**config.mk**
```make
export PLATFORM = sky130hd
export DESIGN_NAME = canonical_huffman_bit_decoder_unit_flat
export DESIGN_NICKNAME = d
export VERILOG_FILES = /design/src/chbd_pkg.sv /design/src/chbd_stream_if.sv /design/src/chbd_symbol_mem.sv /design/src/chbd_code_walker.sv /design/src/canonical_huffman_bit_decoder_unit.sv /design/src/flat_wrapper.sv
export SDC_FILE = /design/constraint.sdc
export NUM_CORES = 2
export LEC_CHECK = 0
export ABC_CLOCK_PERIOD_IN_PS = 15450
export BUFFER_PORTS_ARGS = -buffer_cell sky130_fd_sc_hd__buf_2
export CAP_MARGIN = 25
export CORE_MARGIN = 2
export CORE_UTILIZATION = 30
export CTS_CLUSTER_DIAMETER = 60
export CTS_CLUSTER_SIZE = 12
export DETAILED_ROUTE_END_ITERATION = 16
export PLACE_DENSITY = 0.5
export SYNTH_ARGS = -nofsm -noshare
export SYNTH_HDL_FRONTEND = slang
export SYNTH_HIERARCHICAL = 1
export SYNTH_SLANG_ARGS = --single-unit
```
**constraint.sdc**
```tcl
create_clock -name clk -period 15.45 [get_ports clk]
set_input_delay 3.09 -clock clk [delete_from_list [all_inputs] [get_ports clk]]
set_output_delay 3.09 -clock clk [all_outputs]
set_load 0.02 [all_outputs]
```
**src/chbd_pkg.sv**
```systemverilog
// Package for the canonical Huffman bit decoder: field widths, item kinds, shared types.
package chbd_pkg;

	// Payload widths of the input item
	localparam int KIND_W      = 2;
	localparam int LEN_IN_W    = 5;
	localparam int COUNT_W     = 9;
	localparam int INDEX_W     = 8;
	localparam int SYMBOL_IN_W = 9;

	// Payload widths of the result item
	localparam int SYMBOL_OUT_W = 9;
	localparam int OUT_LEN_W    = 5;

	// Parameter defaults
	localparam int DEF_MAX_CODE_LENGTH = 16;
	localparam int DEF_TABLE_DEPTH     = 256;
	localparam int DEF_SYMBOL_BITS     = 9;

	// Item kinds; the fourth code is ignored
	localparam logic [KIND_W-1:0] KIND_LOAD_COUNT  = 2'd0;
	localparam logic [KIND_W-1:0] KIND_LOAD_SYMBOL = 2'd1;
	localparam logic [KIND_W-1:0] KIND_DECODE      = 2'd2;

	// Outcome of one decode bit, from the code walker to the result pipeline
	typedef struct packed {
		logic                 fire;  // bit completes a code or fails
		logic                 err;   // no valid code
		logic [OUT_LEN_W-1:0] len;   // code length, zero on error
	} walk_res_t;

endpackage

```
**src/chbd_stream_if.sv**
```systemverilog
// Valid/ready channels for decoder items and decoded results.
interface chbd_in_if;
	logic                              valid;
	logic                              ready;
	logic [chbd_pkg::KIND_W-1:0]       kind;
	logic [chbd_pkg::LEN_IN_W-1:0]     code_length;
	logic [chbd_pkg::COUNT_W-1:0]      length_count;
	logic [chbd_pkg::INDEX_W-1:0]      table_index;
	logic [chbd_pkg::SYMBOL_IN_W-1:0]  symbol_value;
	logic                              bit_req;

	modport source (output valid, kind, code_length, length_count, table_index, symbol_value,
		bit_req, input ready);
	modport sink (input valid, kind, code_length, length_count, table_index, symbol_value,
		bit_req, output ready);
endinterface

interface chbd_out_if;
	logic                              valid;
	logic                              ready;
	logic [chbd_pkg::SYMBOL_OUT_W-1:0] symbol;
	logic [chbd_pkg::OUT_LEN_W-1:0]    decoded_length;
	logic                              error;

	modport source (output valid, symbol, decoded_length, error, input ready);
	modport sink (input valid, symbol, decoded_length, error, output ready);
endinterface

```
**src/chbd_symbol_mem.sv**
```systemverilog
// Symbol table: one write port, one read port, registered read data.
module chbd_symbol_mem #(
	parameter int DEPTH = chbd_pkg::DEF_TABLE_DEPTH,
	parameter int WIDTH = chbd_pkg::DEF_SYMBOL_BITS
) (
	input  logic                     clk,
	input  logic                     we,
	input  logic [$clog2(DEPTH)-1:0] waddr,
	input  logic [WIDTH-1:0]         wdata,
	input  logic                     re,
	input  logic [$clog2(DEPTH)-1:0] raddr,
	output logic [WIDTH-1:0]         rdata
);

	logic [WIDTH-1:0] mem [DEPTH];
	logic [WIDTH-1:0] rdata_q;

	// Write and read in one clocked block; one transfer per cycle keeps them apart
	always_ff @(posedge clk) begin
		if (we) begin
			mem[waddr] <= wdata;
		end
		if (re) begin
			rdata_q <= mem[raddr];
		end
	end

	assign rdata = rdata_q;

endmodule

```
**src/chbd_code_walker.sv**
```systemverilog
// Code walker: per-length counts, partial code state and the per-bit match test.
module chbd_code_walker #(
	parameter int MAX_CODE_LENGTH = chbd_pkg::DEF_MAX_CODE_LENGTH,
	parameter int TABLE_DEPTH     = chbd_pkg::DEF_TABLE_DEPTH
) (
	input  logic                                 clk,
	input  logic                                 arst_n,
	input  logic                                 accept,
	input  logic [chbd_pkg::KIND_W-1:0]          kind,
	input  logic [chbd_pkg::LEN_IN_W-1:0]        code_length,
	input  logic [chbd_pkg::COUNT_W-1:0]         length_count,
	input  logic                                 bit_req,
	output chbd_pkg::walk_res_t                  res,
	output logic [$clog2(TABLE_DEPTH)-1:0]       rd_addr
);

	localparam int LW   = (MAX_CODE_LENGTH > 1) ? $clog2(MAX_CODE_LENGTH) : 1;
	localparam int BW   = $clog2(MAX_CODE_LENGTH + 1);
	localparam int FW   = MAX_CODE_LENGTH + 1;
	localparam int CMPW = FW + chbd_pkg::COUNT_W + 2;
	localparam int IBW  = $clog2(MAX_CODE_LENGTH * (2 ** chbd_pkg::COUNT_W));
	localparam int IDXW = IBW + 1;
	localparam int AW   = $clog2(TABLE_DEPTH);

	logic [chbd_pkg::COUNT_W-1:0] count_q [MAX_CODE_LENGTH];
	logic [MAX_CODE_LENGTH-1:0]   partial_q;
	logic [BW-1:0]                taken_q;
	logic [FW-1:0]                first_q;
	logic [IBW-1:0]               base_q;

	logic [BW-1:0]                len;
	logic [chbd_pkg::COUNT_W-1:0] cnt;
	logic [MAX_CODE_LENGTH-1:0]   code;
	logic [CMPW-1:0]              code_x;
	logic [CMPW-1:0]              first_x;
	logic [CMPW-1:0]              cnt_x;
	logic [CMPW-1:0]              diff;
	logic [CMPW-1:0]              next_first_x;
	logic [FW-1:0]                next_first;
	logic [IDXW-1:0]              idx;
	logic [MAX_CODE_LENGTH-1:0]   nonzero;
	logic                         hit;
	logic                         in_range;
	logic                         longer;
	logic                         last;
	logic                         dead;
	logic                         count_ok;

	// Lengths that still hold codes
	always_comb begin
		for (int k = 0; k < MAX_CODE_LENGTH; k++) begin
			nonzero[k] = (count_q[k] != '0);
		end
	end

	// Match test for the incoming bit at the current length
	always_comb begin
		len     = taken_q + BW'(1);
		cnt     = count_q[LW'(taken_q)];
		code    = MAX_CODE_LENGTH'({partial_q, bit_req});
		code_x  = CMPW'(code);
		first_x = CMPW'(first_q);
		cnt_x   = CMPW'(cnt);
		diff    = code_x - first_x;
		hit     = (code_x >= first_x) && (diff < cnt_x);
		idx     = IDXW'(base_q) + IDXW'(diff);
		in_range = (32'(idx) < 32'(TABLE_DEPTH));
		longer  = |(nonzero >> len);
		last    = (len >= BW'(MAX_CODE_LENGTH));
		dead    = !hit && (last || !longer);
		// once the first code passes every code of its length it stays out of reach
		next_first_x = (first_x + cnt_x) << 1;
		next_first   = (next_first_x > CMPW'({FW{1'b1}})) ? {FW{1'b1}} : FW'(next_first_x);
		count_ok = (code_length != '0) && (32'(code_length) <= 32'(MAX_CODE_LENGTH));
	end

	assign res.fire = (kind == chbd_pkg::KIND_DECODE) && (hit || dead);
	assign res.err  = dead || (hit && !in_range);
	assign res.len  = (hit && in_range) ? chbd_pkg::OUT_LEN_W'(len) : '0;
	assign rd_addr  = AW'(idx);

	// Count table and partial code state
	always_ff @(posedge clk or negedge arst_n) begin
		if (!arst_n) begin
			for (int k = 0; k < MAX_CODE_LENGTH; k++) begin
				count_q[k] <= '0;
			end
			partial_q <= '0;
			taken_q   <= '0;
			first_q   <= '0;
			base_q    <= '0;
		end else if (accept) begin
			unique case (kind)
				chbd_pkg::KIND_LOAD_COUNT: begin
					if (count_ok) begin
						count_q[LW'(code_length - chbd_pkg::LEN_IN_W'(1))] <= length_count;
					end
					partial_q <= '0;
					taken_q   <= '0;
					first_q   <= '0;
					base_q    <= '0;
				end
				chbd_pkg::KIND_LOAD_SYMBOL: begin
					partial_q <= '0;
					taken_q   <= '0;
					first_q   <= '0;
					base_q    <= '0;
				end
				chbd_pkg::KIND_DECODE: begin
					if (hit || dead) begin
						partial_q <= '0;
						taken_q   <= '0;
						first_q   <= '0;
						base_q    <= '0;
					end else begin
						partial_q <= code;
						taken_q   <= len;
						first_q   <= next_first;
						base_q    <= base_q + IBW'(cnt);
					end
				end
				default: begin
				end
			endcase
		end
	end

	// A stored partial code is always shorter than the longest code
	a_taken_short: assert property (@(posedge clk) disable iff (!arst_n)
		taken_q < BW'(MAX_CODE_LENGTH))
		else $error("partial code reached the maximum length");

	// A load abandons the partial code
	a_load_clears: assert property (@(posedge clk) disable iff (!arst_n)
		accept && (kind == chbd_pkg::KIND_LOAD_COUNT || kind == chbd_pkg::KIND_LOAD_SYMBOL)
		|=> taken_q == '0 && partial_q == '0)
		else $error("load left a partial code behind");

	// Overrun of the longest length always ends the code
	a_last_fires: assert property (@(posedge clk) disable iff (!arst_n)
		accept && kind == chbd_pkg::KIND_DECODE && last |-> res.fire)
		else $error("bit at the longest length did not end the code");

endmodule

```
**src/canonical_huffman_bit_decoder_unit.sv**
```systemverilog
// Top level of the canonical Huffman bit decoder: walker, symbol memory, result pipeline.
//
// Usage: items arrive on the items channel, one code bit or one table load per transfer.
// Count loads (per code length) and symbol loads (canonical order) set up the table; each
// load also abandons any partial code. Decode items feed one bit each, most significant
// first. A bit that completes a code yields one result (symbol and length); a bit that can
// no longer form a code, or lands beyond the table, yields one result with error set and
// zero symbol and length. Bits that only extend the code and all loads give no result.
// A result leaves on the results channel after the deciding bit is transferred, through the
// match test in the transfer cycle, the symbol memory read and the output register.
// Throughput: one item per cycle while items is ready; the per-bit match test updates the
// walker state in the same cycle, and the symbol memory read sits in a pipeline stage behind it.
// Reset clears all code counts (empty table: every bit then yields an error) and the partial
// code; the symbol memory holds no defined contents until written.
// When the receiver stalls, the output register and the memory stage hold their results and
// items stays ready until both are full.
module canonical_huffman_bit_decoder_unit #(
	parameter int MAX_CODE_LENGTH = chbd_pkg::DEF_MAX_CODE_LENGTH,
	parameter int TABLE_DEPTH     = chbd_pkg::DEF_TABLE_DEPTH,
	parameter int SYMBOL_BITS     = chbd_pkg::DEF_SYMBOL_BITS
) (
	input  logic        clk,
	input  logic        arst_n,
	chbd_in_if.sink     items,
	chbd_out_if.source  results
);

	localparam int AW = $clog2(TABLE_DEPTH);
	localparam int SW = (SYMBOL_BITS < chbd_pkg::SYMBOL_IN_W) ? SYMBOL_BITS : chbd_pkg::SYMBOL_IN_W;

	chbd_pkg::walk_res_t res;
	logic [AW-1:0]       rd_addr;
	logic [SW-1:0]       rdata;
	logic                accept;
	logic                advance;
	logic                we;
	logic                re;

	logic                            valid_s1;
	logic                            err_s1;
	logic [chbd_pkg::OUT_LEN_W-1:0]  len_s1;

	logic                               out_valid_q;
	logic [chbd_pkg::SYMBOL_OUT_W-1:0]  symbol_q;
	logic [chbd_pkg::OUT_LEN_W-1:0]     length_q;
	logic                               error_q;

	// Handshake: the memory stage moves on when the output register is free or drains
	assign advance     = !out_valid_q || results.ready;
	assign items.ready = !valid_s1 || advance;
	assign accept      = items.valid && items.ready;

	chbd_code_walker #(
		.MAX_CODE_LENGTH (MAX_CODE_LENGTH),
		.TABLE_DEPTH     (TABLE_DEPTH)
	) u_walker (
		.clk          (clk),
		.arst_n       (arst_n),
		.accept       (accept),
		.kind         (items.kind),
		.code_length  (items.code_length),
		.length_count (items.length_count),
		.bit_req      (items.bit_req),
		.res          (res),
		.rd_addr      (rd_addr)
	);

	// Symbol loads beyond the table are dropped
	assign we = accept && (items.kind == chbd_pkg::KIND_LOAD_SYMBOL)
		&& (32'(items.table_index) < 32'(TABLE_DEPTH));
	assign re = accept && res.fire && !res.err;

	chbd_symbol_mem #(
		.DEPTH (TABLE_DEPTH),
		.WIDTH (SW)
	) u_mem (
		.clk   (clk),
		.we    (we),
		.waddr (AW'(items.table_index)),
		.wdata (SW'(items.symbol_value)),
		.re    (re),
		.raddr (rd_addr),
		.rdata (rdata)
	);

	// Memory stage: control for the read in flight
	always_ff @(posedge clk or negedge arst_n) begin
		if (!arst_n) begin
			valid_s1 <= 1'b0;
		end else if (items.ready) begin
			valid_s1 <= accept && res.fire;
		end
	end

	always_ff @(posedge clk) begin
		if (accept) begin
			err_s1 <= res.err;
			len_s1 <= res.len;
		end
	end

	// Output register
	always_ff @(posedge clk or negedge arst_n) begin
		if (!arst_n) begin
			out_valid_q <= 1'b0;
		end else if (advance) begin
			out_valid_q <= valid_s1;
		end
	end

	always_ff @(posedge clk) begin
		if (advance && valid_s1) begin
			symbol_q <= err_s1 ? '0 : chbd_pkg::SYMBOL_OUT_W'(rdata);
			length_q <= len_s1;
			error_q  <= err_s1;
		end
	end

	assign results.valid          = out_valid_q;
	assign results.symbol         = symbol_q;
	assign results.decoded_length = length_q;
	assign results.error          = error_q;

	// Loads and unknown kinds never put a result into the pipeline
	a_load_no_result: assert property (@(posedge clk) disable iff (!arst_n)
		accept && items.kind != chbd_pkg::KIND_DECODE |=> !valid_s1)
		else $error("non-decode item produced a result");

	// Input is held back only when both result stages are full
	a_stall_full: assert property (@(posedge clk) disable iff (!arst_n)
		!items.ready |-> valid_s1 && out_valid_q)
		else $error("input stalled with room in the pipeline");

	// A decoded symbol always carries a nonzero length
	a_ok_has_len: assert property (@(posedge clk) disable iff (!arst_n)
		out_valid_q && !error_q |-> length_q != '0)
		else $error("successful result with zero length");

	// An error result carries zero symbol and length
	a_err_zero: assert property (@(posedge clk) disable iff (!arst_n)
		out_valid_q && error_q |-> symbol_q == '0 && length_q == '0)
		else $error("error result with nonzero payload");

endmodule

```
**src/flat_wrapper.sv**
```systemverilog
// flat-port wrapper written by rule: the top's interface ports become plain ports
module canonical_huffman_bit_decoder_unit_flat 
#(
	parameter int MAX_CODE_LENGTH = chbd_pkg::DEF_MAX_CODE_LENGTH,
	parameter int TABLE_DEPTH     = chbd_pkg::DEF_TABLE_DEPTH,
	parameter int SYMBOL_BITS     = chbd_pkg::DEF_SYMBOL_BITS
)
  (clk, arst_n, items_valid, items_kind, items_code_length, items_length_count, items_table_index, items_symbol_value, items_bit_req, items_ready, results_valid, results_symbol, results_decoded_length, results_error, results_ready);
  chbd_in_if items_i ();
  chbd_out_if results_i ();
  input  logic clk;
  input  logic arst_n;
  input wire logic [$bits(items_i.valid)-1:0] items_valid;
  input wire logic [$bits(items_i.kind)-1:0] items_kind;
  input wire logic [$bits(items_i.code_length)-1:0] items_code_length;
  input wire logic [$bits(items_i.length_count)-1:0] items_length_count;
  input wire logic [$bits(items_i.table_index)-1:0] items_table_index;
  input wire logic [$bits(items_i.symbol_value)-1:0] items_symbol_value;
  input wire logic [$bits(items_i.bit_req)-1:0] items_bit_req;
  output wire logic [$bits(items_i.ready)-1:0] items_ready;
  output wire logic [$bits(results_i.valid)-1:0] results_valid;
  output wire logic [$bits(results_i.symbol)-1:0] results_symbol;
  output wire logic [$bits(results_i.decoded_length)-1:0] results_decoded_length;
  output wire logic [$bits(results_i.error)-1:0] results_error;
  input wire logic [$bits(results_i.ready)-1:0] results_ready;
  assign items_i.valid = items_valid;
  assign items_i.kind = items_kind;
  assign items_i.code_length = items_code_length;
  assign items_i.length_count = items_length_count;
  assign items_i.table_index = items_table_index;
  assign items_i.symbol_value = items_symbol_value;
  assign items_i.bit_req = items_bit_req;
  assign items_ready = items_i.ready;
  assign results_valid = results_i.valid;
  assign results_symbol = results_i.symbol;
  assign results_decoded_length = results_i.decoded_length;
  assign results_error = results_i.error;
  assign results_i.ready = results_ready;
  canonical_huffman_bit_decoder_unit #(.MAX_CODE_LENGTH(MAX_CODE_LENGTH), .TABLE_DEPTH(TABLE_DEPTH), .SYMBOL_BITS(SYMBOL_BITS)) u_core (.clk(clk), .arst_n(arst_n), .items(items_i), .results(results_i));
endmodule
```
# After elaboration in Yosys (flattened, before gate mapping)
# Memory sizes are Yosys's and may differ from the RTL's. A register that Yosys moved wholly into a read port is not among the register bits.
# Cells that the tools add are included.
# Widths: inputs -> output; s select.
op_classes:
  n_shift: 1
  n_lt_le_gt_ge: 9
  n_addsub: 6
  n_mux: 17
  n_eq_ne: 2
  bitwise_logic: 2
  n_reduce_logical: 46
ops:
  columns: ["op", "n"]
  rows:
  - ["$bwmux 144", 1]
  - ["$reduce_bool 9->1", 16]
  - ["$bmux 9 s4", 1]
  - ["$demux 9 s4", 1]
  - ["$mux 17", 2]
  - ["$pmux 17 s2", 1]
  - ["$pmux 15 s2", 1]
  - ["$lt 28x9->1", 1]
  - ["$mux 9", 3]
  - ["$pmux 13 s2", 1]
  - ["$gt 19x17->1 const B", 1]
  - ["$add 17x9->18", 1]
  - ["$sub 16x17->18", 1]
  - ["$ge 16x17->1", 1]
  - ["$reduce_or 16->1", 1]
  - ["$shr 16x5->16", 1]
  - ["$ge 5x5->1 const B", 3]
  - ["$mux 15", 1]
  - ["$add 13x14->14", 1]
  - ["$lt 14x9->1 const B", 1]
  - ["$add 13x9->13", 1]
  - ["$mux 13", 1]
  - ["$logic_and 1x1->1", 12]
  - ["$not 4->5", 2]
  - ["17 further kinds", 27]
totals:
  ram_bits: 2304
  mem_count: 1
  output_inout_bits: 17
  input_bits: 38
  regBits: 217
  word_cells: 111
mem_list:
  columns: ["memory", "words", "width", "read_ports", "rd_ports_with_merged_regs", "wr", "line_no", "source"]
  rows:
  - ["u_core.u_mem.mem", 256, 9, 1, 1, 1, "chbd_symbol_mem.sv:15", "logic [WIDTH-1:0] mem [DEPTH];"]

# Depth between registers and ports, before layout
logic_depth:
  ltp_word: 12
  mapped_depth: 21
  ltp_nobuf: 21

# Hierarchy
# The synthesis kept the hierarchy.
by_module_without_submodules:
  columns: ["mod", "cells_per_inst", "area_per_inst_um2", "seq_area_each_um2", "n_inst"]
  rows:
  - ["chbd_symbol_mem", 4237, 89368.2, 69456.6, 1]
  - ["chbd_code_walker", 1064, 11614.9, 4854.7, 1]
  - ["canonical_huffman_bit_decoder_unit", 41, 814.5, 680.7, 1]

# Worst setup path after synthesis
# OpenSTA, ideal clock, no wires.
synth_timing:
  kind: "input-to-reg"
  startpoint: "input items_bit_req"
  endpoint: "register u_core.u_mem.rdata_q[0], in the netlist u_core/u_mem/rdata[0] (read register of u_core.u_mem.mem), enable pin"
  arrival_ns: 7.515
  setup_slack_ns: 7.561
  n_path_buf: 1
  setup_time_ns: 0.374
  cell_stages: 21
  required_time_ns: 15.076
  cell_sequence: "inv_1 ha_1 inv_1 fa_1 a211oi_1 o21bai_1 nor2_1 o21a_1 xnor2_1 ha_1 and3_1 nand3_1 o22ai_1 nor4_2 o311ai_1 or4_1 or3_1 or4_1 buf_2 and2_1 nor3b_2"
synth_lines:
  columns: ["element", "line_no", "source"]
  rows:
  - ["start, declared", "flat_wrapper.sv:19", "input wire logic [$bits(items_i.bit_req)-1:0] items_bit_req;"]
  - ["end, declared", "chbd_symbol_mem.sv:16", "logic [WIDTH-1:0] rdata_q;"]

# Worst setup path after layout
layout_timing:
  startpoint: "input items_bit_req"
  endpoint: "register u_core.u_mem.rdata_q[0], in the netlist u_core/u_mem/rdata[0] (read register of u_core.u_mem.mem) (data pin)"
layout_between:
  word_cells_on_any_way: 16
  cone_classes: "add/sub (2); order compare (3); reduce/logical (11)"
layout_lines:
  columns: ["element", "line_no", "source"]
  rows:
  - ["$sub 16x17->18 *", "chbd_code_walker.sv:64", "diff = code_x - first_x;"]
  - ["$add 13x14->14 *", "chbd_code_walker.sv:66", "idx = IDXW'(base_q) + IDXW'(diff);"]
  - ["net u_core.rd_addr[1]", "canonical_huffman_bit_decoder_unit.sv:32", "logic [AW-1:0] rd_addr;"]
  - ["$lt 14x9->1", "chbd_code_walker.sv:67", "in_range = (32'(idx) < 32'(TABLE_DEPTH));"]
  - ["$logic_not 1->1", "chbd_code_walker.sv:78", "assign res.err = dead || (hit && !in_range);"]
  - ["$logic_and 1x1->1", "chbd_code_walker.sv:78", null]
  - ["$logic_or 1x1->1", "chbd_code_walker.sv:78", null]
  - ["$logic_not 1->1", "canonical_huffman_bit_decoder_unit.sv:71", "assign re = accept && res.fire && !res.err;"]
  - ["$logic_and 1x1->1", "canonical_huffman_bit_decoder_unit.sv:71", null]
# Mark *: on every way through the listed nets, which the timed path passes. The rest lies on a longest branch.
# A chain may end at the register's enable or synchronous reset.

==> results.yml <==
status:
  status: "finished, final reports clean"
synthesis:
  synthAdderAreaFrac: 0.00767
  yosys_register_bits: 2530
  synth_top_family_by_area: "multiplexers"
  yosys.area_share.xor_xnor: 0.00344
  synth_top_area_cell: "edfxtp_1"
  ys_warn_count: 6
  synth_mux_area_frac: 0.149
  yosys.area_share.simple: 0.0352
  synth_ff_type: "edfxtp_1"
  ys_seq_area_frac: 0.737
  ys_types: 84
  postSynthCellCount: 5342
  syn_nets: 5440
  synth_edf_count: 2334
  syn_area_per_cell_um2: 19.1
  yosys.area.top_type_share: 0.688
  synth_area_um2: 102000
  ys_async_sr_fraction: 0.0775
  synth_area_leaders: "edfxtp_1, mux4_2, dfrtp_1"
  synth_compound_area_frac: 0.0489
pwr:
  powerDensity_nw_per_um2: 156
  peakVddDrop_mv: 0.121
  p_leak_nw: 37.0
detailed_routing:
  routedWlPerCell_um: 28.0
  routed_wl_um: 284000
  via_count: 53200
  dr_wl_met3_um: 19500
  ant_nets: 0
  drtIter0Drc: 5893
  vias_per_cell: 5.25
  first_pass_iters: 6
  top_layer: "met5"
  wl_met1_um: 125000
  drc: 0
  met2WireLength_um: 132000
critical_path:
  worst-path-buf-inv: 5
  critPathTopFamily: "adder cells"
  cp_slowest_stage_delay_ns: 1.42
  critPathKind: "in -> reg"
  crit_start: "items_bit_req"
  crit_chain: "buf_2, inv_1, ha_1, inv_1, fa_1, fa_4, buf_12, buf_4, mux4_2, a22o_1, a221oi_1, o32ai_1, nor3_1, nor4_1"
  cp-start-kind: "input port"
  cp.required_ns: 16.05
  critPathCaptureType: "register"
  arrival_ns: 9.20
  r2r-start: "u_core/u_walker/taken_q[0]"
  critPathMaxFanout: 115
  cp_slowest_cell: "fa_4"
  crit_top_cell: "inv_1"
sta:
  rsz0062_at_grt: "no"
  fin_skew_ns: 0.0733
  hold_viol: 0
  maxSlewHeadroom: 0.233
  final_max_slew_viol_count: 0
  max_freq_mhz: 116
  setup_violations: 0
  worst_pin_slew_ns: 1.15
  setup_slack_ns: 6.85
  setup-tns-final_ns: 0
  whs_ns: 0.383
  finalCritPeriodShare: 0.557
  finalCriticalPeriod_ns: 8.60
die:
  fp.coreArea_um2: 337000
  die_w_um: 587
  die-area_um2: 344000
  die_h_um: 587
  core.rowCount: 213
  start_util: 0.302
  io_pins: 55
clocking:
  cts_setup_buffers: 0
  htree_levels: 5
  cts_made_buffers: 262
  cts_sinks: 2530
  post_cts_resized: 0
  root_buffer: "clkbuf_16"
  cts_tree: "done"
  hold_buffers: 0
  cts_max_path_buffers: 4
  path_clk_slew_ns: 0.06
  insertion_delay_ns: 0.88
grt:
  grt_pass1_wl_um: 404000
  grt_max_degree: 126
  antenna_found_initial: 23
  grt_use_total: 0.161
  grt_pass1_vias: 53300
  overflow: 0
finish:
  drive_above_1_share: 0.224
  final_util: 0.343
  syn_to_final_growth_pct: 13.5
  fin_nets: 5638
placement:
  gp_congestion: 0.804
  dp_slack_ns: 6.04
  dp.final_hpwl_um: 174000
  port_buffers: 54
flow_run:
  cap_violations: 0
worst_hold_path:
  min-delay-path-class: "reg -> reg"
  min_from: "u_core/len_s1[0]"
[cells in the final DEF, fill, tap and decap left out, drive strengths merged, types with 8 or more instances in the layout]
master,netlist,final
mux4,494,494
a211oi,29,29
o221ai,39,39
nor3,46,46
o31a,13,13
and2,19,19
or2,9,9
nand3,54,54
o22ai,69,69
o21ai,73,73
ha,56,56
nand2,97,97
a22o,53,53
o21bai,8,8
a221oi,25,25
a31oi,18,18
inv,47,62
a21oi,144,144
and3,12,12
nand4,22,22
nor2,357,357
mux2,166,166
edfxtp,2334,2334
buf,147,234
nor4,47,47
clkbuf,161,297
xor2,16,16
bufinv,0,8
xnor2,24,24
clkinv,2,25
a21o,13,13
a22oi,183,183
dfrtp,196,196
nand2b,16,16
mux2i,215,215
nor2b,46,46
[through the flow]
step                std cells  cell area, um^2  total power, W
finish                  10100           116000          0.0180
floorplan                5342           102000          0.0104
global placement         9698           107000          0.0123
detailed placement       9753           108000          0.0123
CTS                     10100           115000          0.0182
global route            10100           116000          0.0187
[where the power goes]
part | switching [W] | leakage, nW | total, W | internal, W
sequential | 0.0000456 | 23.7 | 0.00759 | 0.00755
combinational | 0.00300 | 9.66 | 0.00459 | 0.00158
clock | 0.00259 | 3.65 | 0.00585 | 0.00326
[cells by family after synthesis]
logic type,count (synthesis)
flops,2530
simple gates,761
xor+xnor,40
compound gates,719
mux,875
fa+ha+maj,60
buf+inv,357
[area by class of cell]
| class | instances | area, um^2 |
|---|---|---|
| repair buffers | 242 | 2110 |
| well taps | 4515 | 5650 |
| flip-flops and latches | 2530 | 75000 |
| clock buffers | 289 | 6770 |
| clock inverters | 50 | 703 |
| multi-input cells | 2455 | 25100 |
| diodes | 5 | 12.5 |
| inverters | 49 | 184 |
| fillers | 31700 | 222000 |
[cell usage after synthesis, types with 28 or more instances]
cell type and n:
buf_4 28, nor4_1 46, dfrtp_1 196, a21oi_1 144, mux4_2 485, nor3_1 46, nor2_1 357, a22oi_1 183
nor2b_1 46, o22ai_1 69, nand3_1 54, mux2_2 166, o221ai_1 38, a22o_1 53, mux2i_1 215, o21ai_0 64
ha_1 56, buf_2 58, nand2_1 97, inv_1 47, edfxtp_1 2334, a211oi_1 29, clkbuf_1 161
[metal layers]
layer | global-route usage | vias up
met2 | 0.253 | 1821
met4 | 0.0382 | 12
met1 | 0.229 | 28800
met3 | 0.0294 | 380
met5 | 0.000554 | -
li1 | - | 22200
[worst paths after layout]
path | end | slack (ns) | cells after the start
min | u_core/results.decoded_length[0] | 0.38 | 0
min reg2reg | u_core/results.decoded_length[0] | 0.38 | 0
max reg2reg | u_core/u_mem/rdata[4] | 8.78 | 17
max | u_core/u_mem/rdata[0] | 6.85 | 14
min in group asynchronous | u_core/u_walker/taken_q[4] | 2.25 | 1
max in group asynchronous | u_core/u_walker/base_q[5] | 11.84 | 2
[flip-flops by register name (all words and copies together), names as in the netlist]
| register | cells |
|---|---|
| u_core/results.error | 1 |
| u_core/valid_s1 | 1 |
| u_core/u_walker/count_q | 144 |
| u_core/u_walker/base_q | 13 |
| u_core/u_walker/partial_q | 15 |
| u_core/u_walker/first_q | 17 |
| u_core/results.decoded_length | 5 |
| u_core/len_s1 | 5 |
| u_core/u_mem/mem | 2304 |
| u_core/u_walker/taken_q | 5 |
| u_core/results.valid | 1 |
| u_core/u_mem/rdata | 9 |
| u_core/results.symbol | 9 |
| u_core/err_s1 | 1 |
Power figures use the tool's default switching activity.
